[src/sv/hhfl_pkg.sv]
package hhfl_pkg;

  // result kinds
  localparam logic [1:0] KIND_NAME  = 2'd0;
  localparam logic [1:0] KIND_VALUE = 2'd1;
  localparam logic [1:0] KIND_DONE  = 2'd2;
  localparam logic [1:0] KIND_ERROR = 2'd3;

  // error status codes
  localparam logic [1:0] ST_OK       = 2'd0;
  localparam logic [1:0] ST_BAD_NAME = 2'd1;
  localparam logic [1:0] ST_NO_COLON = 2'd2;
  localparam logic [1:0] ST_WS_LONG  = 2'd3;

  // header kinds
  localparam logic [2:0] HK_OTHER = 3'd0;

  // lexer phases
  localparam logic [1:0] PH_NAME  = 2'd0;
  localparam logic [1:0] PH_SKIP  = 2'd1;
  localparam logic [1:0] PH_VALUE = 2'd2;

  localparam logic [7:0] CH_TAB   = 8'h09;
  localparam logic [7:0] CH_SPACE = 8'h20;
  localparam logic [7:0] CH_COLON = 8'h3A;

  localparam int KNOWN_COUNT = 5;
  localparam logic [KNOWN_COUNT-1:0] KNOWN_ALL = '1;
  localparam logic [3:0] KNOWN_LEN [KNOWN_COUNT] = '{4'd10, 4'd4, 4'd14, 4'd2, 4'd15};

  // names padded to 16 characters, first character in the top byte
  localparam logic [127:0] K_CONNECTION = {"connection", 48'h0};
  localparam logic [127:0] K_HOST       = {"host", 96'h0};
  localparam logic [127:0] K_CLEN       = {"content-length", 16'h0};
  localparam logic [127:0] K_TE         = {"te", 112'h0};
  localparam logic [127:0] K_ACCLANG    = {"accept-language", 8'h0};

  typedef struct packed {
    logic in_ready;
    logic take;
    logic start_flush;
    logic emit_ws;
    logic emit_held;
  } hhfl_cmd_t;

  typedef struct packed {
    logic slot_free;
    logic need_flush;
    logic flush_last;
  } hhfl_stat_t;

  function automatic logic [7:0] known_char(input logic [2:0] idx, input logic [3:0] pos);
    logic [127:0] s;
    unique case (idx)
      3'd0:    s = K_CONNECTION;
      3'd1:    s = K_HOST;
      3'd2:    s = K_CLEN;
      3'd3:    s = K_TE;
      3'd4:    s = K_ACCLANG;
      default: s = '0;
    endcase
    return s[8*(15 - int'(pos)) +: 8];
  endfunction

  function automatic logic is_token(input logic [7:0] c);
    logic r;
    r = (c >= 8'h30 && c <= 8'h39) || (c >= 8'h61 && c <= 8'h7A) ||
        (c >= 8'h41 && c <= 8'h5A) ||
        c == 8'h21 || c == 8'h23 || c == 8'h24 || c == 8'h25 || c == 8'h26 ||
        c == 8'h27 || c == 8'h2A || c == 8'h2B || c == 8'h2D || c == 8'h2E ||
        c == 8'h5E || c == 8'h5F || c == 8'h60 || c == 8'h7C;
    return r;
  endfunction

  function automatic logic is_value(input logic [7:0] c);
    return (c >= 8'h21 && c <= 8'h7E) || c[7];
  endfunction

  function automatic logic is_ws(input logic [7:0] c);
    return c == CH_SPACE || c == CH_TAB;
  endfunction

  function automatic logic [7:0] to_lower(input logic [7:0] c);
    return (c >= 8'h41 && c <= 8'h5A) ? (c | 8'h20) : c;
  endfunction

endpackage

[src/sv/hhfl_ram.sv]
module hhfl_ram #(
  parameter int WIDTH = 1,
  parameter int DEPTH = 32
) (
  input  logic                                     clk,
  input  logic                                     we,
  input  logic [$clog2(DEPTH > 1 ? DEPTH : 2)-1:0] waddr,
  input  logic [WIDTH-1:0]                         wdata,
  input  logic [$clog2(DEPTH > 1 ? DEPTH : 2)-1:0] raddr,
  output logic [WIDTH-1:0]                         rdata_r
);

  logic [WIDTH-1:0] mem [DEPTH];

  always_ff @(posedge clk) begin
    if (we) begin
      mem[waddr] <= wdata;
    end
    rdata_r <= mem[raddr];
  end

endmodule

[src/sv/hhfl_ctrl.sv]
module hhfl_ctrl (
  input  logic                clk,
  input  logic                rst_n,
  input  logic                in_valid,
  input  hhfl_pkg::hhfl_stat_t stat,
  output hhfl_pkg::hhfl_cmd_t  cmd
);
  import hhfl_pkg::*;

  localparam logic [1:0] S_IDLE  = 2'd0;
  localparam logic [1:0] S_FLUSH = 2'd1;
  localparam logic [1:0] S_EMIT  = 2'd2;

  logic [1:0] state_r, state_nxt;

  always_comb begin
    cmd       = '0;
    state_nxt = state_r;
    unique case (state_r)
      S_IDLE: begin
        cmd.in_ready = stat.slot_free;
        cmd.take     = in_valid && stat.slot_free;
        if (cmd.take && stat.need_flush) begin
          cmd.start_flush = 1'b1;
          state_nxt       = S_FLUSH;
        end
      end
      S_FLUSH: begin
        if (stat.slot_free) begin
          cmd.emit_ws = 1'b1;
          if (stat.flush_last) begin
            state_nxt = S_EMIT;
          end
        end
      end
      S_EMIT: begin
        if (stat.slot_free) begin
          cmd.emit_held = 1'b1;
          state_nxt     = S_IDLE;
        end
      end
      default: state_nxt = S_IDLE;
    endcase
  end

  always_ff @(posedge clk) begin
    if (!rst_n) begin
      state_r <= S_IDLE;
    end else begin
      state_r <= state_nxt;
    end
  end

endmodule

[src/sv/hhfl_dp.sv]
module hhfl_dp #(
  parameter int NAME_MAX = 64,
  parameter int WS_MAX   = 32
) (
  input  logic                 clk,
  input  logic                 rst_n,
  input  hhfl_pkg::hhfl_cmd_t  cmd,
  output hhfl_pkg::hhfl_stat_t stat,
  input  logic [7:0]           in_data_byte,
  input  logic                 out_ready,
  output logic                 out_valid,
  output logic [1:0]           out_kind,
  output logic [7:0]           out_byte,
  output logic [1:0]           out_status,
  output logic [2:0]           out_header_kind,
  output logic                 out_last
);
  import hhfl_pkg::*;

  localparam int NLW = $clog2(NAME_MAX + 1);
  localparam int CW  = $clog2(WS_MAX + 1);
  localparam int AW  = $clog2(WS_MAX > 1 ? WS_MAX : 2);

  logic [1:0]             phase_r, phase_nxt;
  logic [NLW-1:0]         nl_r, nl_nxt;
  logic [KNOWN_COUNT-1:0] match_r, match_nxt;
  logic [CW-1:0]          cnt_r, cnt_nxt;
  logic [CW-1:0]          idx_r, idx_nxt, idx_inc;
  logic [7:0]             held_r, held_nxt;

  logic       ov_r, ov_nxt;
  logic [1:0] okind_r, okind_nxt;
  logic [7:0] obyte_r, obyte_nxt;
  logic [1:0] ostat_r, ostat_nxt;
  logic [2:0] ohk_r, ohk_nxt;
  logic       olast_r, olast_nxt;

  logic       in_val_phase;
  logic [7:0] lc;
  logic [2:0] hk_now;
  logic       ws_we;
  logic       ws_tab_rd;

  assign in_val_phase    = (phase_r == PH_SKIP) || (phase_r == PH_VALUE);
  assign lc              = to_lower(in_data_byte);
  assign idx_inc         = idx_r + CW'(1);

  assign stat.slot_free  = !ov_r || out_ready;
  assign stat.need_flush = in_val_phase && is_value(in_data_byte) && (cnt_r != '0);
  assign stat.flush_last = (idx_inc == cnt_r);

  // known header of the name taken so far, lowest index wins
  always_comb begin
    hk_now = HK_OTHER;
    for (int i = KNOWN_COUNT - 1; i >= 0; i--) begin
      if (match_r[i] && nl_r == NLW'(KNOWN_LEN[i])) begin
        hk_now = 3'(i + 1);
      end
    end
  end

  always_comb begin
    phase_nxt = phase_r;
    nl_nxt    = nl_r;
    match_nxt = match_r;
    cnt_nxt   = cnt_r;
    held_nxt  = held_r;
    idx_nxt   = idx_r;
    ws_we     = 1'b0;
    ov_nxt    = out_ready ? 1'b0 : ov_r;
    okind_nxt = okind_r;
    obyte_nxt = obyte_r;
    ostat_nxt = ostat_r;
    ohk_nxt   = ohk_r;
    olast_nxt = olast_r;

    if (cmd.start_flush) begin
      held_nxt  = in_data_byte;
      idx_nxt   = '0;
      phase_nxt = PH_VALUE;
    end else if (cmd.emit_ws) begin
      idx_nxt   = idx_inc;
      ov_nxt    = 1'b1;
      okind_nxt = KIND_VALUE;
      obyte_nxt = ws_tab_rd ? CH_TAB : CH_SPACE;
      ostat_nxt = ST_OK;
      ohk_nxt   = HK_OTHER;
      olast_nxt = 1'b0;
    end else if (cmd.emit_held) begin
      cnt_nxt   = '0;
      ov_nxt    = 1'b1;
      okind_nxt = KIND_VALUE;
      obyte_nxt = held_r;
      ostat_nxt = ST_OK;
      ohk_nxt   = HK_OTHER;
      olast_nxt = 1'b1;
    end else if (cmd.take) begin
      // single result or none; defaults describe a done/error result
      obyte_nxt = '0;
      ostat_nxt = ST_OK;
      ohk_nxt   = HK_OTHER;
      olast_nxt = 1'b1;
      okind_nxt = KIND_ERROR;
      if (in_val_phase) begin
        if (is_ws(in_data_byte)) begin
          if (phase_r == PH_VALUE) begin
            if (cnt_r >= CW'(WS_MAX)) begin
              ov_nxt    = 1'b1;
              ostat_nxt = ST_WS_LONG;
            end else begin
              ws_we   = 1'b1;
              cnt_nxt = cnt_r + CW'(1);
            end
          end
        end else if (is_value(in_data_byte)) begin
          ov_nxt    = 1'b1;
          okind_nxt = KIND_VALUE;
          obyte_nxt = in_data_byte;
          phase_nxt = PH_VALUE;
        end else begin
          ov_nxt    = 1'b1;
          okind_nxt = KIND_DONE;
          ohk_nxt   = hk_now;
        end
      end else begin
        if (is_token(in_data_byte)) begin
          ov_nxt = 1'b1;
          if (nl_r >= NLW'(NAME_MAX)) begin
            ostat_nxt = ST_BAD_NAME;
          end else begin
            for (int i = 0; i < KNOWN_COUNT; i++) begin
              if (nl_r >= NLW'(KNOWN_LEN[i]) || known_char(3'(i), nl_r[3:0]) != lc) begin
                match_nxt[i] = 1'b0;
              end
            end
            nl_nxt    = nl_r + NLW'(1);
            okind_nxt = KIND_NAME;
            obyte_nxt = lc;
          end
        end else if (nl_r == '0) begin
          ov_nxt    = 1'b1;
          ostat_nxt = ST_BAD_NAME;
        end else if (in_data_byte == CH_COLON) begin
          phase_nxt = PH_SKIP;
        end else begin
          ov_nxt    = 1'b1;
          ostat_nxt = ST_NO_COLON;
        end
      end
      // done or error restarts the field
      if (ov_nxt && (okind_nxt == KIND_DONE || okind_nxt == KIND_ERROR)) begin
        phase_nxt = PH_NAME;
        nl_nxt    = '0;
        match_nxt = KNOWN_ALL;
        cnt_nxt   = '0;
      end
    end
  end

  hhfl_ram #(
    .WIDTH(1),
    .DEPTH(WS_MAX)
  ) u_ws_ram (
    .clk    (clk),
    .we     (ws_we),
    .waddr  (cnt_r[AW-1:0]),
    .wdata  (in_data_byte == CH_TAB),
    .raddr  (idx_nxt[AW-1:0]),
    .rdata_r(ws_tab_rd)
  );

  always_ff @(posedge clk) begin
    if (!rst_n) begin
      phase_r <= PH_NAME;
      nl_r    <= '0;
      match_r <= KNOWN_ALL;
      cnt_r   <= '0;
      idx_r   <= '0;
      ov_r    <= 1'b0;
    end else begin
      phase_r <= phase_nxt;
      nl_r    <= nl_nxt;
      match_r <= match_nxt;
      cnt_r   <= cnt_nxt;
      idx_r   <= idx_nxt;
      ov_r    <= ov_nxt;
    end
  end

  always_ff @(posedge clk) begin
    held_r  <= held_nxt;
    okind_r <= okind_nxt;
    obyte_r <= obyte_nxt;
    ostat_r <= ostat_nxt;
    ohk_r   <= ohk_nxt;
    olast_r <= olast_nxt;
  end

  assign out_valid       = ov_r;
  assign out_kind        = okind_r;
  assign out_byte        = obyte_r;
  assign out_status      = ostat_r;
  assign out_header_kind = ohk_r;
  assign out_last        = olast_r;

endmodule

[src/sv/http_header_field_lexer.sv]
// http header field lexer: takes one header-line byte per transfer and emits
// lower-cased name bytes, value bytes, and a done result carrying the known
// header kind (connection, host, content-length, te, accept-language) or an
// error result with a status code. Bytes that give at most one result each
// stream at one per cycle while the result side keeps taking transfers; the
// single output register lets a new byte enter in the same cycle the previous
// result is taken. A value byte that follows held spaces/tabs first starts
// reading the held run back out of the store, whose read is registered, then
// sends each held blank and lastly the value byte itself through the output
// register; the input stalls meanwhile. Held whitespace lives in a small
// WS_MAX x 1 memory; it needs no clearing after reset since only written
// entries are ever read back.
module http_header_field_lexer #(
  parameter int NAME_MAX = 64,
  parameter int WS_MAX   = 32
) (
  input  logic       clk,
  input  logic       rst_n,
  input  logic       in_valid,
  output logic       in_ready,
  input  logic [7:0] in_data_byte,
  output logic       out_valid,
  input  logic       out_ready,
  output logic [1:0] out_kind,
  output logic [7:0] out_byte,
  output logic [1:0] out_status,
  output logic [2:0] out_header_kind,
  output logic       out_last
);
  import hhfl_pkg::*;

  hhfl_cmd_t  cmd;
  hhfl_stat_t stat;

  // sequencer: idle / flushing held whitespace / emitting the held value byte
  hhfl_ctrl u_ctrl (
    .clk     (clk),
    .rst_n   (rst_n),
    .in_valid(in_valid),
    .stat    (stat),
    .cmd     (cmd)
  );

  // lexer state, name matcher, whitespace store and output register
  hhfl_dp #(
    .NAME_MAX(NAME_MAX),
    .WS_MAX  (WS_MAX)
  ) u_dp (
    .clk            (clk),
    .rst_n          (rst_n),
    .cmd            (cmd),
    .stat           (stat),
    .in_data_byte   (in_data_byte),
    .out_ready      (out_ready),
    .out_valid      (out_valid),
    .out_kind       (out_kind),
    .out_byte       (out_byte),
    .out_status     (out_status),
    .out_header_kind(out_header_kind),
    .out_last       (out_last)
  );

  assign in_ready = cmd.in_ready;

  // no input transfer while the whitespace flush owns the output register
  a_no_take_in_flush: assert property (@(posedge clk) disable iff (!rst_n)
    in_ready |-> !(cmd.emit_ws || cmd.emit_held))
    else $error("input taken during whitespace flush");

  // a flushed whitespace byte is never the last result of its input byte
  a_ws_not_last: assert property (@(posedge clk) disable iff (!rst_n)
    cmd.emit_ws |=> (out_valid && !out_last && out_kind == KIND_VALUE))
    else $error("flushed whitespace marked last");

  // the held value byte closes the flush as the last result
  a_held_last: assert property (@(posedge clk) disable iff (!rst_n)
    cmd.emit_held |=> (out_valid && out_last && out_kind == KIND_VALUE))
    else $error("held value byte not marked last");

  // name, done and error results always end their input byte
  a_single_last: assert property (@(posedge clk) disable iff (!rst_n)
    (out_valid && out_kind != KIND_VALUE) |-> out_last)
    else $error("non-value result without last");

endmodule

[config.mk]
export PLATFORM = sky130hd
export DESIGN_NAME = http_header_field_lexer
export DESIGN_NICKNAME = d
export VERILOG_FILES = /design/src/sv/hhfl_pkg.sv /design/src/sv/hhfl_ram.sv /design/src/sv/hhfl_ctrl.sv /design/src/sv/hhfl_dp.sv /design/src/sv/http_header_field_lexer.sv
export SDC_FILE = /design/constraint.sdc
export NUM_CORES = 1
export LEC_CHECK = 0
export BUFFER_PORTS_ARGS = -buffer_cell sky130_fd_sc_hd__buf_2
export CORE_MARGIN = 4
export CORE_UTILIZATION = 40
export DETAILED_ROUTE_END_ITERATION = 10
export SYNTH_ARGS = -nofsm -noshare
export SYNTH_HDL_FRONTEND = slang
export SYNTH_SLANG_ARGS = --single-unit
[constraint.sdc]
create_clock -name clk -period 3.9 [get_ports clk]
set_input_delay 0.195 -clock clk [delete_from_list [all_inputs] [get_ports clk]]
set_output_delay 0.195 -clock clk [all_outputs]
set_load 0.05 [all_outputs]
# ---- Yosys cells after proc, flatten, opt, wreduce, memory -nomap -nowiden
# Memories as Yosys holds them, arrays and structs flattened. A register that Yosys moved wholly into a read port is not among the register bits.
# Cells that the tools add are included.
dict set report classes {
  n_addsub 4
  magnitude_cmp 15
  n_eq_ne 51
  n_shift 5
  mux 144
  bitwise 4
  n_reduce_logical 71
}
# op n
set op_table {}
lappend op_table {{2-to-1 mux 128 bit} 35}
lappend op_table {{indexed part select 128 x 32 -> 8 bit} 5}
lappend op_table {{== test 8 x 6 -> 1 bit (second input constant)} 12}
lappend op_table {{2-to-1 mux 2 bit} 33}
lappend op_table {{2-to-1 mux 8 bit} 8}
lappend op_table {{AND reduction 8 bit} 7}
lappend op_table {{2-to-1 mux 6 bit} 9}
lappend op_table {{inequality test 8 bit} 5}
lappend op_table {{2-to-1 mux 1 bit} 38}
lappend op_table {{== test 8 x 7 -> 1 bit (second input constant)} 4}
lappend op_table {{2-to-1 mux 3 bit} 10}
lappend op_table {{2-to-1 mux 5 bit} 6}
lappend op_table {{2-to-1 mux 7 bit} 4}
lappend op_table {{logical OR 1 bit} 26}
lappend op_table {{less-or-equal comparator 8 x 7 -> 1 bit (second input constant)} 3}
lappend op_table {{== test 7 x 4 -> 1 bit (second input constant)} 3}
lappend op_table {{>= comparator 7 x 4 -> 1 bit (second input constant)} 3}
lappend op_table {{>= comparator 8 x 6 -> 1 bit (second input constant)} 2}
lappend op_table {{>= comparator 8 x 7 -> 1 bit (second input constant)} 2}
lappend op_table {{nonzero test 2 bit} 8}
lappend op_table {{nonzero test 3 bit} 5}
lappend op_table {{logical AND 1 bit} 14}
lappend op_table {{AND reduction 7 bit} 2}
lappend op_table {{adder 6 x 1 -> 6 bit (second input constant)} 2}
lappend op_table {{29 further kinds} 48}
dict set report word_totals {
  reg_bits 53
  mem_bits_rw 32
  out_inout_bits 18
  word_cells 314
  memories 1
}
# memory depth width rd rd_clocked_by_memory_dff wr line_no
set memory_table {}
lappend memory_table {u_dp.u_ws_ram.mem 32 1 1 1 1 hhfl_ram.sv:13} ;# logic [WIDTH-1:0] mem [DEPTH];

# ---- Longest topological paths before layout
# Gate-level depths: netlist of run 1.
dict set report depth {
  depth_word 32
  ltp_mapped 12
  mapped_depth_nobuf 10
}

# ---- By module
# A second synthesis of run 1 with hierarchy kept.
dict set report hier_totals {
  cells_unflattened 566
  area_unflattened_um2 5407.7
}
# module instances cells_each area_each_um2 seq_area_each_um2
set modules_own_cells {}
lappend modules_own_cells {hhfl_dp 1 432 3752.3 1261.2}
lappend modules_own_cells {hhfl_ram 1 120 1517.7 980.9}
lappend modules_own_cells {hhfl_ctrl 1 14 137.6 40.0}

# ---- Worst setup path before layout of run 1
# OpenSTA, ideal clock, no wires.
dict set report synth_path {
  path_type {register to register}
  start {reg u_dp.nl_r[0]}
  end {reg u_dp.cnt_r[1]}
  t_arrival_ps 2462
  setup_slack_ps 1318
  stages_incl_launch_ff 12
  synth_period_minus_slack_ps 2582
  path_cell_list {dfxtp_1 clkbuf_1 inv_1 ha_1 or3b_2 o21ai_0 o22ai_1 a21oi_2 o21ai_2 a21oi_1 mux2i_1 nor2_1}
}
dict set report synth_via {
  elab_chain_len 14
}
# element line_no
set synth_rtl {}
lappend synth_rtl {{start: declaration} hhfl_dp.sv:25} ;# logic [NLW-1:0] nl_r, nl_nxt;
lappend synth_rtl {{start signal: assignment} hhfl_dp.sv:182} ;# nl_r <= nl_nxt;
lappend synth_rtl {{>= comparator 7 bit} hhfl_dp.sv:128} ;# if (nl_r >= NLW'(NAME_MAX)) begin
lappend synth_rtl {{2-to-1 mux 2 bit} hhfl_dp.sv:128}
lappend synth_rtl {{2-to-1 mux 2 bit} hhfl_dp.sv:126} ;# if (is_token(in_data_byte)) begin
lappend synth_rtl {{2-to-1 mux 2 bit} hhfl_dp.sv:104} ;# if (in_val_phase) begin
lappend synth_rtl {{2-to-1 mux 2 bit} hhfl_dp.sv:97} ;# end else if (cmd.take) begin
lappend synth_rtl {{2-to-1 mux 2 bit} hhfl_dp.sv:89} ;# end else if (cmd.emit_held) begin
lappend synth_rtl {{2-to-1 mux 2 bit} hhfl_dp.sv:81} ;# end else if (cmd.emit_ws) begin
lappend synth_rtl {{2-to-1 mux 2 bit} hhfl_dp.sv:77} ;# if (cmd.start_flush) begin
lappend synth_rtl {{== test 2 bit} hhfl_dp.sv:151} ;# if (ov_nxt && (okind_nxt == KIND_DONE || okind_nxt == KIND_ERROR)) begin
lappend synth_rtl {{logical OR 1 bit} hhfl_dp.sv:151}
lappend synth_rtl {{logical AND 1 bit (*)} hhfl_dp.sv:151}
lappend synth_rtl {{parallel branches: the longest is 3 deep, another holds AND reduction 7 bit} -}
lappend synth_rtl {{end signal: assignment} hhfl_dp.sv:184} ;# cnt_r <= cnt_nxt;
lappend synth_rtl {{end: declaration} hhfl_dp.sv:27} ;# logic [CW-1:0] cnt_r, cnt_nxt;
# Every way passes the cells marked *. The select of a mux whose other input is x is not followed.
# A chain may end at the register's enable or synchronous reset.

# ---- Worst setup path after layout of run 1
dict set report layout_path {
  start {reg u_dp.nl_r[1]}
  end {reg u_dp.cnt_r[3]}
}
# Same word-level chain as after synthesis.

==> summary.md, run 1 <==
| Metric | Value |
|---|---|
| Postcts setup bufs | 0 |
| Main flop type after synthesis | edfxtp_1 |
| Post-Syn Area | 5294 um2 |
| DIE WIDTH | 123.0 um |
| Reg2reg end | u_dp.cnt_r[3]$_SDFFE_PN0P_ |
| Synth Instances | 572 |
| YS warnings | 0 |
| Clock Skew | 0.009240 ns |
| DR iter-0 viols | 428 |
| Async SR Flop Fraction | 0% |
| WL per Instance | 17.09 um |
| Period utilization | 83.26% |
| Status | complete, no violations |
| Clock share of power | 42.0% |
| Initial core utilization | 41.44% |
| Crit-path most repeated cell | o21ai_0 |
| Max-Cap Viols | 0 |
| Chip height | 123.0 um |
| Worst min path class | primary input to register |
| Net switching power | 0.0004997 W |
| Max-slew headroom at the worst pin | 36.55% |
| Worst Hold End | u_dp.held_r[5]$_DFFE_PP_ |
| Worst EP required | 4.13 ns |
| # IOs | 30 |
| Post-layout nets | 610 |
| Vias in the first global route | 4134 |
| RSZ-0062 raised after global routing | no |
| Multi-input logic area | 2756 um2 |
| Clock buffer depth | 2 |
| CTS resizes | 0 |
| Slowest-stage cell, CP | or3b_2 |
| Hold Fails Final Rpt | 0 |
| Slew @ Worst Pin | 0.9517 ns |
| Area grow syn2layout | 9.667% |
| Dpl hpwl | 9.446 mm |
| Post-synth cell types | 70 |
| Syn Nets | 596 |
| Peak VDD IR | 0.0002159 V |
| WP depth | 11 |
| Global-route wire length before repair | 21.92 mm |
| FMAX | 308.0 MHz |
| Worst R2R Setup Slack | 0.65 ns |
| Overflow after GRT | 0 |
| Lkg Pwr | 1.871 nW |
| CTS H-tree lvls | 3 |
| Layout cells sized above 1 | 13.20% |
| Via/cell ratio | 5.603 |
| Row cnt | 41 |
| Initial antenna violation count | 0 |
| Hold-fix buffers, CTS | 0 |
| PD cells | 350.1 nW/um2 |
| FF+latch area | 2282 um2 |
| WL final | 13.04 mm |
| DRT antenna net count | 0 |
| Total chip power | 0.002033 W |
| Cell-internal power | 0.001533 W |
| Sw Share | 24.58% |
| Hold Crit Start | in_data_byte[5] |
| Post-synth EDFFs | 56 |
| Final Critical Period | 3.247 ns |
| Flop pwr share | 48.6% |
| Total clock sinks | 86 |
| Port Buffer Count | 29 |
| TritonCTS clock tree | built |
| Residual DRC | 0 |
| Final setup violation count | 0 |
| CP Class | register to register |
| Ant diodes | 0 |
| Largest net degree at the start of global routing | 33 |
| FF+latch count, synth | 86 |
| Commonest cells after routing, fill and taps aside | nor2_1, edfxtp_1, nand2_1 |
| Pre-Repair DR Iteration Count | 6 |
| Die ar. | 15140 um2 |
| Top delay family on crit path | compound AO/OA/AOI/OAI gates |
| Clock latency on the worst-skew pair | 0.35 ns |
| Critical path arrival | 3.47 ns |
| Total track usage | 18.66% |
| Setup crit start kind | register |
| CP peak stage delay | 0.54 ns |
| CORE AREA | 12770 um2 |
| Worst r2r path cells | 11 |
| Fillers | 1216 |
| Placed cell count | 747 |
| Clk pin slew, worst setup/hold paths | 0.06 ns |
| Register area share after synthesis | 43.11% |
| Commonest non-fill, non-tap cell in the layout | nor2_1 |
| Final Non-Filler Cells | 763 |
| Syn_area_per_cell | 9.255 um2 |
| CP Buf/Inv Count | 2 |
| Critical path peak fanout | 14 |
| Max Transition Viols Final | 0 |
| Setup crit end kind | register |
| Via count | 4275 |
| Post-route setup TNS | 0 ns |
| CTS buffer count | 9 |
| RR Startpoint | u_dp.nl_r[1]$_SDFFE_PN0P_ |
| Worst Hold Path Cells | 1 |
| GPL Wtd Cong | 0.9060 |
| Clock Tree Root | clkbuf_16 |
| Gate power share | 9.4% |
| Critical path cell sequence | inv_1 -> ha_1 -> or3b_2 -> o21ai_0 -> o22ai_1 -> a21oi_2 -> o21ai_2 -> o21ai_0 -> buf_4 -> nand2b_1 -> nor2_1 |
[logic make-up after synthesis]
kind of cell	count (synthesis)	share of synthesized area, %
muxes	16	3.120
and+or+nand+nor	243	23.61
xor gates and xnor gates	36	5.956
buffers and inverters	52	4.821
adders and majority gates	12	2.836
DFF	86	43.11
AOI/OAI and AO/OA	127	16.54
[synthesized netlist by cell type, types with 3 or more instances]
master | count | area, um2
o211ai_1 | 9 | 67.56
or3_1 | 4 | 25.02
nor2_1 | 75 | 281.5
a211oi_1 | 8 | 60.06
nand3b_1 | 3 | 22.52
nand2b_1 | 10 | 62.56
nand4_1 | 11 | 68.82
nand3_1 | 30 | 150.1
nor3_1 | 12 | 60.06
mux2i_1 | 12 | 120.1
dfxtp_1 | 30 | 600.6
xnor2_1 | 29 | 254.0
inv_1 | 20 | 75.07
and2_1 | 12 | 75.07
a31oi_1 | 8 | 50.05
nor4_1 | 5 | 31.28
a21o_1 | 6 | 45.04
o21ai_0 | 25 | 125.1
nand2_1 | 41 | 153.9
buf_2 | 6 | 30.03
nor2b_1 | 12 | 75.07
edfxtp_1 | 56 | 1682
or2_2 | 4 | 25.02
clkbuf_1 | 13 | 48.80
ha_1 | 12 | 150.1
and3_1 | 5 | 31.28
o22ai_1 | 9 | 56.30
a21oi_1 | 29 | 145.1
buf_4 | 6 | 45.04
o21ai_1 | 4 | 20.02
mux2_2 | 4 | 45.04
xor2_1 | 7 | 61.31
a32oi_1 | 7 | 61.31
nor3b_1 | 3 | 22.52
buf_6 | 4 | 45.04
[power groups by stage]
stage | logic, W | registers [W] | clock network [W]
final | 0.000191 | 0.000987 | 0.000854
after global routing | 0.000210 | 0.000989 | 0.000907
after floorplan | 0.000112 | 0.00104 | 0
after CTS | 0.000191 | 0.000988 | 0.000867
after detailed placement | 0.000190 | 0.00101 | 0
after global placement | 0.000189 | 0.00101 | 0
[registers in the layout, summed over array words and instances, names as in the netlist]
| signal | cells |
|---|---|
| u_dp.u_ws_ram.mem | 32 |
| u_dp.held_r | 8 |
| u_dp.out_byte | 8 |
| u_dp.nl_r | 7 |
| u_dp.cnt_r | 6 |
| u_dp.idx_r | 6 |
| u_dp.match_r | 5 |
| u_dp.out_header_kind | 3 |
| u_ctrl.state_r | 2 |
| u_dp.out_kind | 2 |
| u_dp.out_status | 2 |
| u_dp.phase_r | 2 |
| u_dp.out_last | 1 |
| u_dp.out_valid | 1 |
| u_dp.u_ws_ram.rdata_r | 1 |
[worst max-delay path by stage]
| stage | from | to | slack [ns] |
|---|---|---|---|
| 2_1_floorplan | u_dp.nl_r[0]$_SDFFE_PN0P_ | u_dp.cnt_r[1]$_SDFFE_PN0P_ | 1.32 |
| 4_1_cts | u_dp.nl_r[1]$_SDFFE_PN0P_ | u_dp.cnt_r[3]$_SDFFE_PN0P_ | 0.72 |
| 6_report | u_dp.nl_r[1]$_SDFFE_PN0P_ | u_dp.cnt_r[3]$_SDFFE_PN0P_ | 0.65 |
| 3_3_place_gp | u_dp.nl_r[1]$_SDFFE_PN0P_ | u_dp.cnt_r[3]$_SDFFE_PN0P_ | 0.93 |
| 3_5_place_dp | u_dp.nl_r[1]$_SDFFE_PN0P_ | u_dp.cnt_r[3]$_SDFFE_PN0P_ | 0.77 |
| 5_1_grt | u_dp.nl_r[1]$_SDFFE_PN0P_ | u_dp.cnt_r[3]$_SDFFE_PN0P_ | 0.40 |
[metal layers]
layer  vias to the layer above  routed length, um  global-route usage (%)  part of all wire (%)
met1                      2034               6239                   26.67                    48
met5                         -                  0                       0                     0
li1                       2098                  -                       -                     -
met3                        17                740                   3.477                   5.7
met4                         0                224                   6.228                   1.7
met2                       126               5833                   28.53                    45
[metrics by stage]
step | util, % | setup slack [ns] | hold slack, ns | instance area (um2)
after floorplan | - | 1.318 | 0.2939 | 5294
after global placement | 43.18 | 0.9284 | 0.4448 | 5515
after detailed placement | 43.18 | 0.7664 | 0.4381 | 5515
after CTS | 45.45 | 0.7215 | 0.1970 | 5806
after global routing | 45.45 | 0.3963 | 0.2106 | 5806
final | 45.45 | 0.6530 | 0.2118 | 5806
[cell type report]
cell class / count / area share [%]
well taps: 172 / 3.707
clock inverters: 6 / 1.056
clock buffers: 10 / 3.944
inverters: 21 / 1.358
flip-flops and latches: 86 / 39.31
repair buffers: 34 / 3.147
multi-input cells: 434 / 47.48
No activity file was read; power rests on OpenSTA's default activity.
==> run 2: changes to the inputs <==
- ABC_AREA: default -> 1
- clock period: 3.9 -> 2.9 ns (I/O delays scaled with it)
==> run 2 against run 1 <==
Wire length increased by 11%. Largest cell class unchanged. Critical path type unchanged. Synthesized cell count increased by 28%. Combinational power increased to 4.1 times the previous value. Largest power group unchanged. Sequential share of layout area decreased by 1.9 points. Highest routed layer unchanged.
==> summary.md, run 2 <==
| Metric | Value |
|---|---|
| Status | complete, no violations |
| Post-synth EDFFs | 56 |
| CTS resizes | 0 |
| Lkg Pwr | 2.629 nW |
| Ant diodes | 0 |
| Register area share after synthesis | 41.75% |
| Peak VDD IR | 0.0002675 V |
| Port Buffer Count | 29 |
| TritonCTS clock tree | built |
| FMAX | 371.9 MHz |
| Syn Nets | 755 |
| Post-route setup TNS | 0 ns |
| Clock buffer depth | 2 |
| CTS H-tree lvls | 3 |
| # IOs | 30 |
| Global-route wire length before repair | 23.57 mm |
| DIE WIDTH | 124.9 um |
| Postcts setup bufs | 0 |
| Vias in the first global route | 4632 |
| YS warnings | 0 |
| Crit-path most repeated cell | nand2_1 |
| Max Transition Viols Final | 0 |
| Setup crit start kind | register |
| GPL Wtd Cong | 0.9265 |
| Initial antenna violation count | 0 |
| Layout cells sized above 1 | 11.86% |
| WL per Instance | 15.37 um |
| WL final | 14.49 mm |
| CP peak stage delay | 0.34 ns |
| Area grow syn2layout | 11.47% |
| Slew @ Worst Pin | 0.7595 ns |
| Slowest-stage cell, CP | ha_1 |
| Post-Syn Area | 5466 um2 |
| Worst EP required | 3.13 ns |
| Cell taking the most area after synthesis | edfxtp_1 |
| Clock Tree Root | clkbuf_16 |
| Commonest non-fill, non-tap cell in the layout | nand2_1 |
| Top reg by flops | u_dp.u_ws_ram.mem |
| PD cells | 554.7 nW/um2 |
| CP Buf/Inv Count | 1 |
| Row cnt | 42 |
| Number of flip-flops in the largest register | 32 |
| Synth Instances | 731 |
| Area contributors post-synth | edfxtp_1, nand2_1, dfxtp_1 |
| Total track usage | 18.45% |
| Async SR Flop Fraction | 0% |
| DRT antenna net count | 0 |
| Commonest cells post-synth | nand2_1, nor2_1, nand3_1 |
| Synth top area share | 30.76% |
| Die ar. | 15600 um2 |
| Max-Cap Viols | 0 |
| Overflow after GRT | 0 |
| Final Critical Period | 2.689 ns |
| Largest net degree at the start of global routing | 33 |
| Post-synth cell types | 48 |
| Clock Skew | 0.007915 ns |
| Worst R2R Setup Slack | 0.21 ns |
| Main flop type after synthesis | edfxtp_1 |
| Max-slew headroom at the worst pin | 49.25% |
| CORE AREA | 13300 um2 |
| DR iter-0 viols | 547 |
| Initial core utilization | 41.12% |
| Post-layout nets | 786 |
| Pre-Repair DR Iteration Count | 5 |
| Via/cell ratio | 5.349 |
| Chip height | 124.9 um |
| FF+latch count, synth | 86 |
| Via count | 5044 |
| Worst min path class | primary input to register |
| Setup crit end kind | register |
| Residual DRC | 0 |
| Total chip power | 0.003380 W |
| RSZ-0062 raised after global routing | no |
| Total clock sinks | 86 |
| Most numerous cell in the Yosys netlist | nand2_1 |
| Clk pin slew, worst setup/hold paths | 0.06 ns |
| Clock latency on the worst-skew pair | 0.35 ns |
| Critical path cell sequence | inv_1 -> ha_1 -> nand2_1 -> nor2_1 -> o21ai_0 -> nand2_1 -> nand4_1 -> nand2_2 -> o21ai_0 -> nand2_1 -> nand2_1 |
| Critical path arrival | 2.92 ns |
| CTS buffer count | 9 |
| Dpl hpwl | 10.92 mm |
| Commonest cells after routing, fill and taps aside | nand2_1, nor2_1, nand3_1 |
| CP Class | register to register |
| Syn_area_per_cell | 7.478 um2 |
| Final setup violation count | 0 |
| Hold Fails Final Rpt | 0 |
| Critical path peak fanout | 12 |
| Period utilization | 92.73% |
| Hold-fix buffers, CTS | 0 |
| Top delay family on crit path | simple AND/OR/NAND/NOR gates |
-- run 2: cell count changes after synthesis, sizes merged, moves of 7 or more --
| cell | previous run | this run |
|---|---|---|
| nor2 | 77 | 104 |
| nand2b | 10 | 0 |
| and2 | 12 | 0 |
| inv | 20 | 86 |
| mux2i | 12 | 0 |
| clkbuf | 13 | 6 |
| nand3 | 31 | 86 |
| nand2 | 42 | 190 |
| a32oi | 7 | 0 |
| xnor2 | 29 | 4 |
| nor2b | 12 | 0 |
| xor2 | 7 | 19 |
-- run 2: layer usage --
layer	vias up	GRT usage [%]	wire length [um]
li1	2482	-	-
met1	2387	27.01	7077
met2	158	27.74	6402
met3	17	3.516	772
met4	0	5.548	240
met5	-	0	0
-- run 2: metrics by stage --
stage | utilization (%) | area [um2] | setup slack [ns] | std cells | hold WS, ns
2_1_floorplan | - | 5466 | 0.6621 | 731 | 0.2439
3_3_place_gp | 43.53 | 5788 | 0.2105 | 927 | 0.4258
3_5_place_dp | 43.53 | 5788 | 0.3247 | 927 | 0.4308
4_1_cts | 45.83 | 6093 | 0.2957 | 943 | 0.06441
5_1_grt | 45.83 | 6093 | 0.007073 | 943 | 0.07522
6_report | 45.83 | 6093 | 0.2109 | 943 | 0.07473
-- run 2: final timing paths --
| check | start | endpoint | depth (start not counted) |
|---|---|---|---|
| min | rst_n | u_dp.cnt_r[0]$_SDFFE_PN0P_ | 3 |
| max reg2reg | u_dp.nl_r[1]$_SDFFE_PN0P_ | u_dp.match_r[0]$_SDFFE_PN1P_ | 11 |
| min reg2reg | u_dp.match_r[3]$_SDFFE_PN1P_ | u_dp.match_r[3]$_SDFFE_PN1P_ | 2 |
| max | u_dp.nl_r[1]$_SDFFE_PN0P_ | u_dp.match_r[0]$_SDFFE_PN1P_ | 11 |
-- run 2: area by class of cell --
type / instances / area (um2)
clock inverter: 3 / 43.79
sequential: 86 / 2282
clock buffer: 13 / 261.5
timing repair buffer: 41 / 235.2
tap: 176 / 220.2
multi-input combinational: 536 / 2720
inverter: 88 / 330.3
fill: 1303 / 7202
-- run 2: report_power, final --
group          switching, W  internal (W)  leakage (nW)
registers         0.0000407       0.00138         0.730
logic              0.000567      0.000207          1.75
clock network      0.000463      0.000721         0.149
-- run 2: worst reg2reg max path, cell delays in order (launching register included) --
cell and delay [ns]:
dfxtp_1 0.31, inv_1 0.22, ha_1 0.34, nand2_1 0.22, nor2_1 0.27, o21ai_0 0.13
nand2_1 0.16, nand4_1 0.27, nand2_2 0.31, o21ai_0 0.21, nand2_1 0.09, nand2_1 0.04
-- run 2: kinds of logic (layout without fill, tap and decap cells) --
group	Yosys count	after routing	share of synthesized area, %
AND/OR/NAND/NOR	415	415	34.10
AO/OA/AOI/OAI	86	86	9.224
XOR/XNOR	23	23	3.685
flip-flops	86	86	41.75
buffers and inverters	109	145	8.492
adder cells (fa/ha/maj)	12	12	2.747
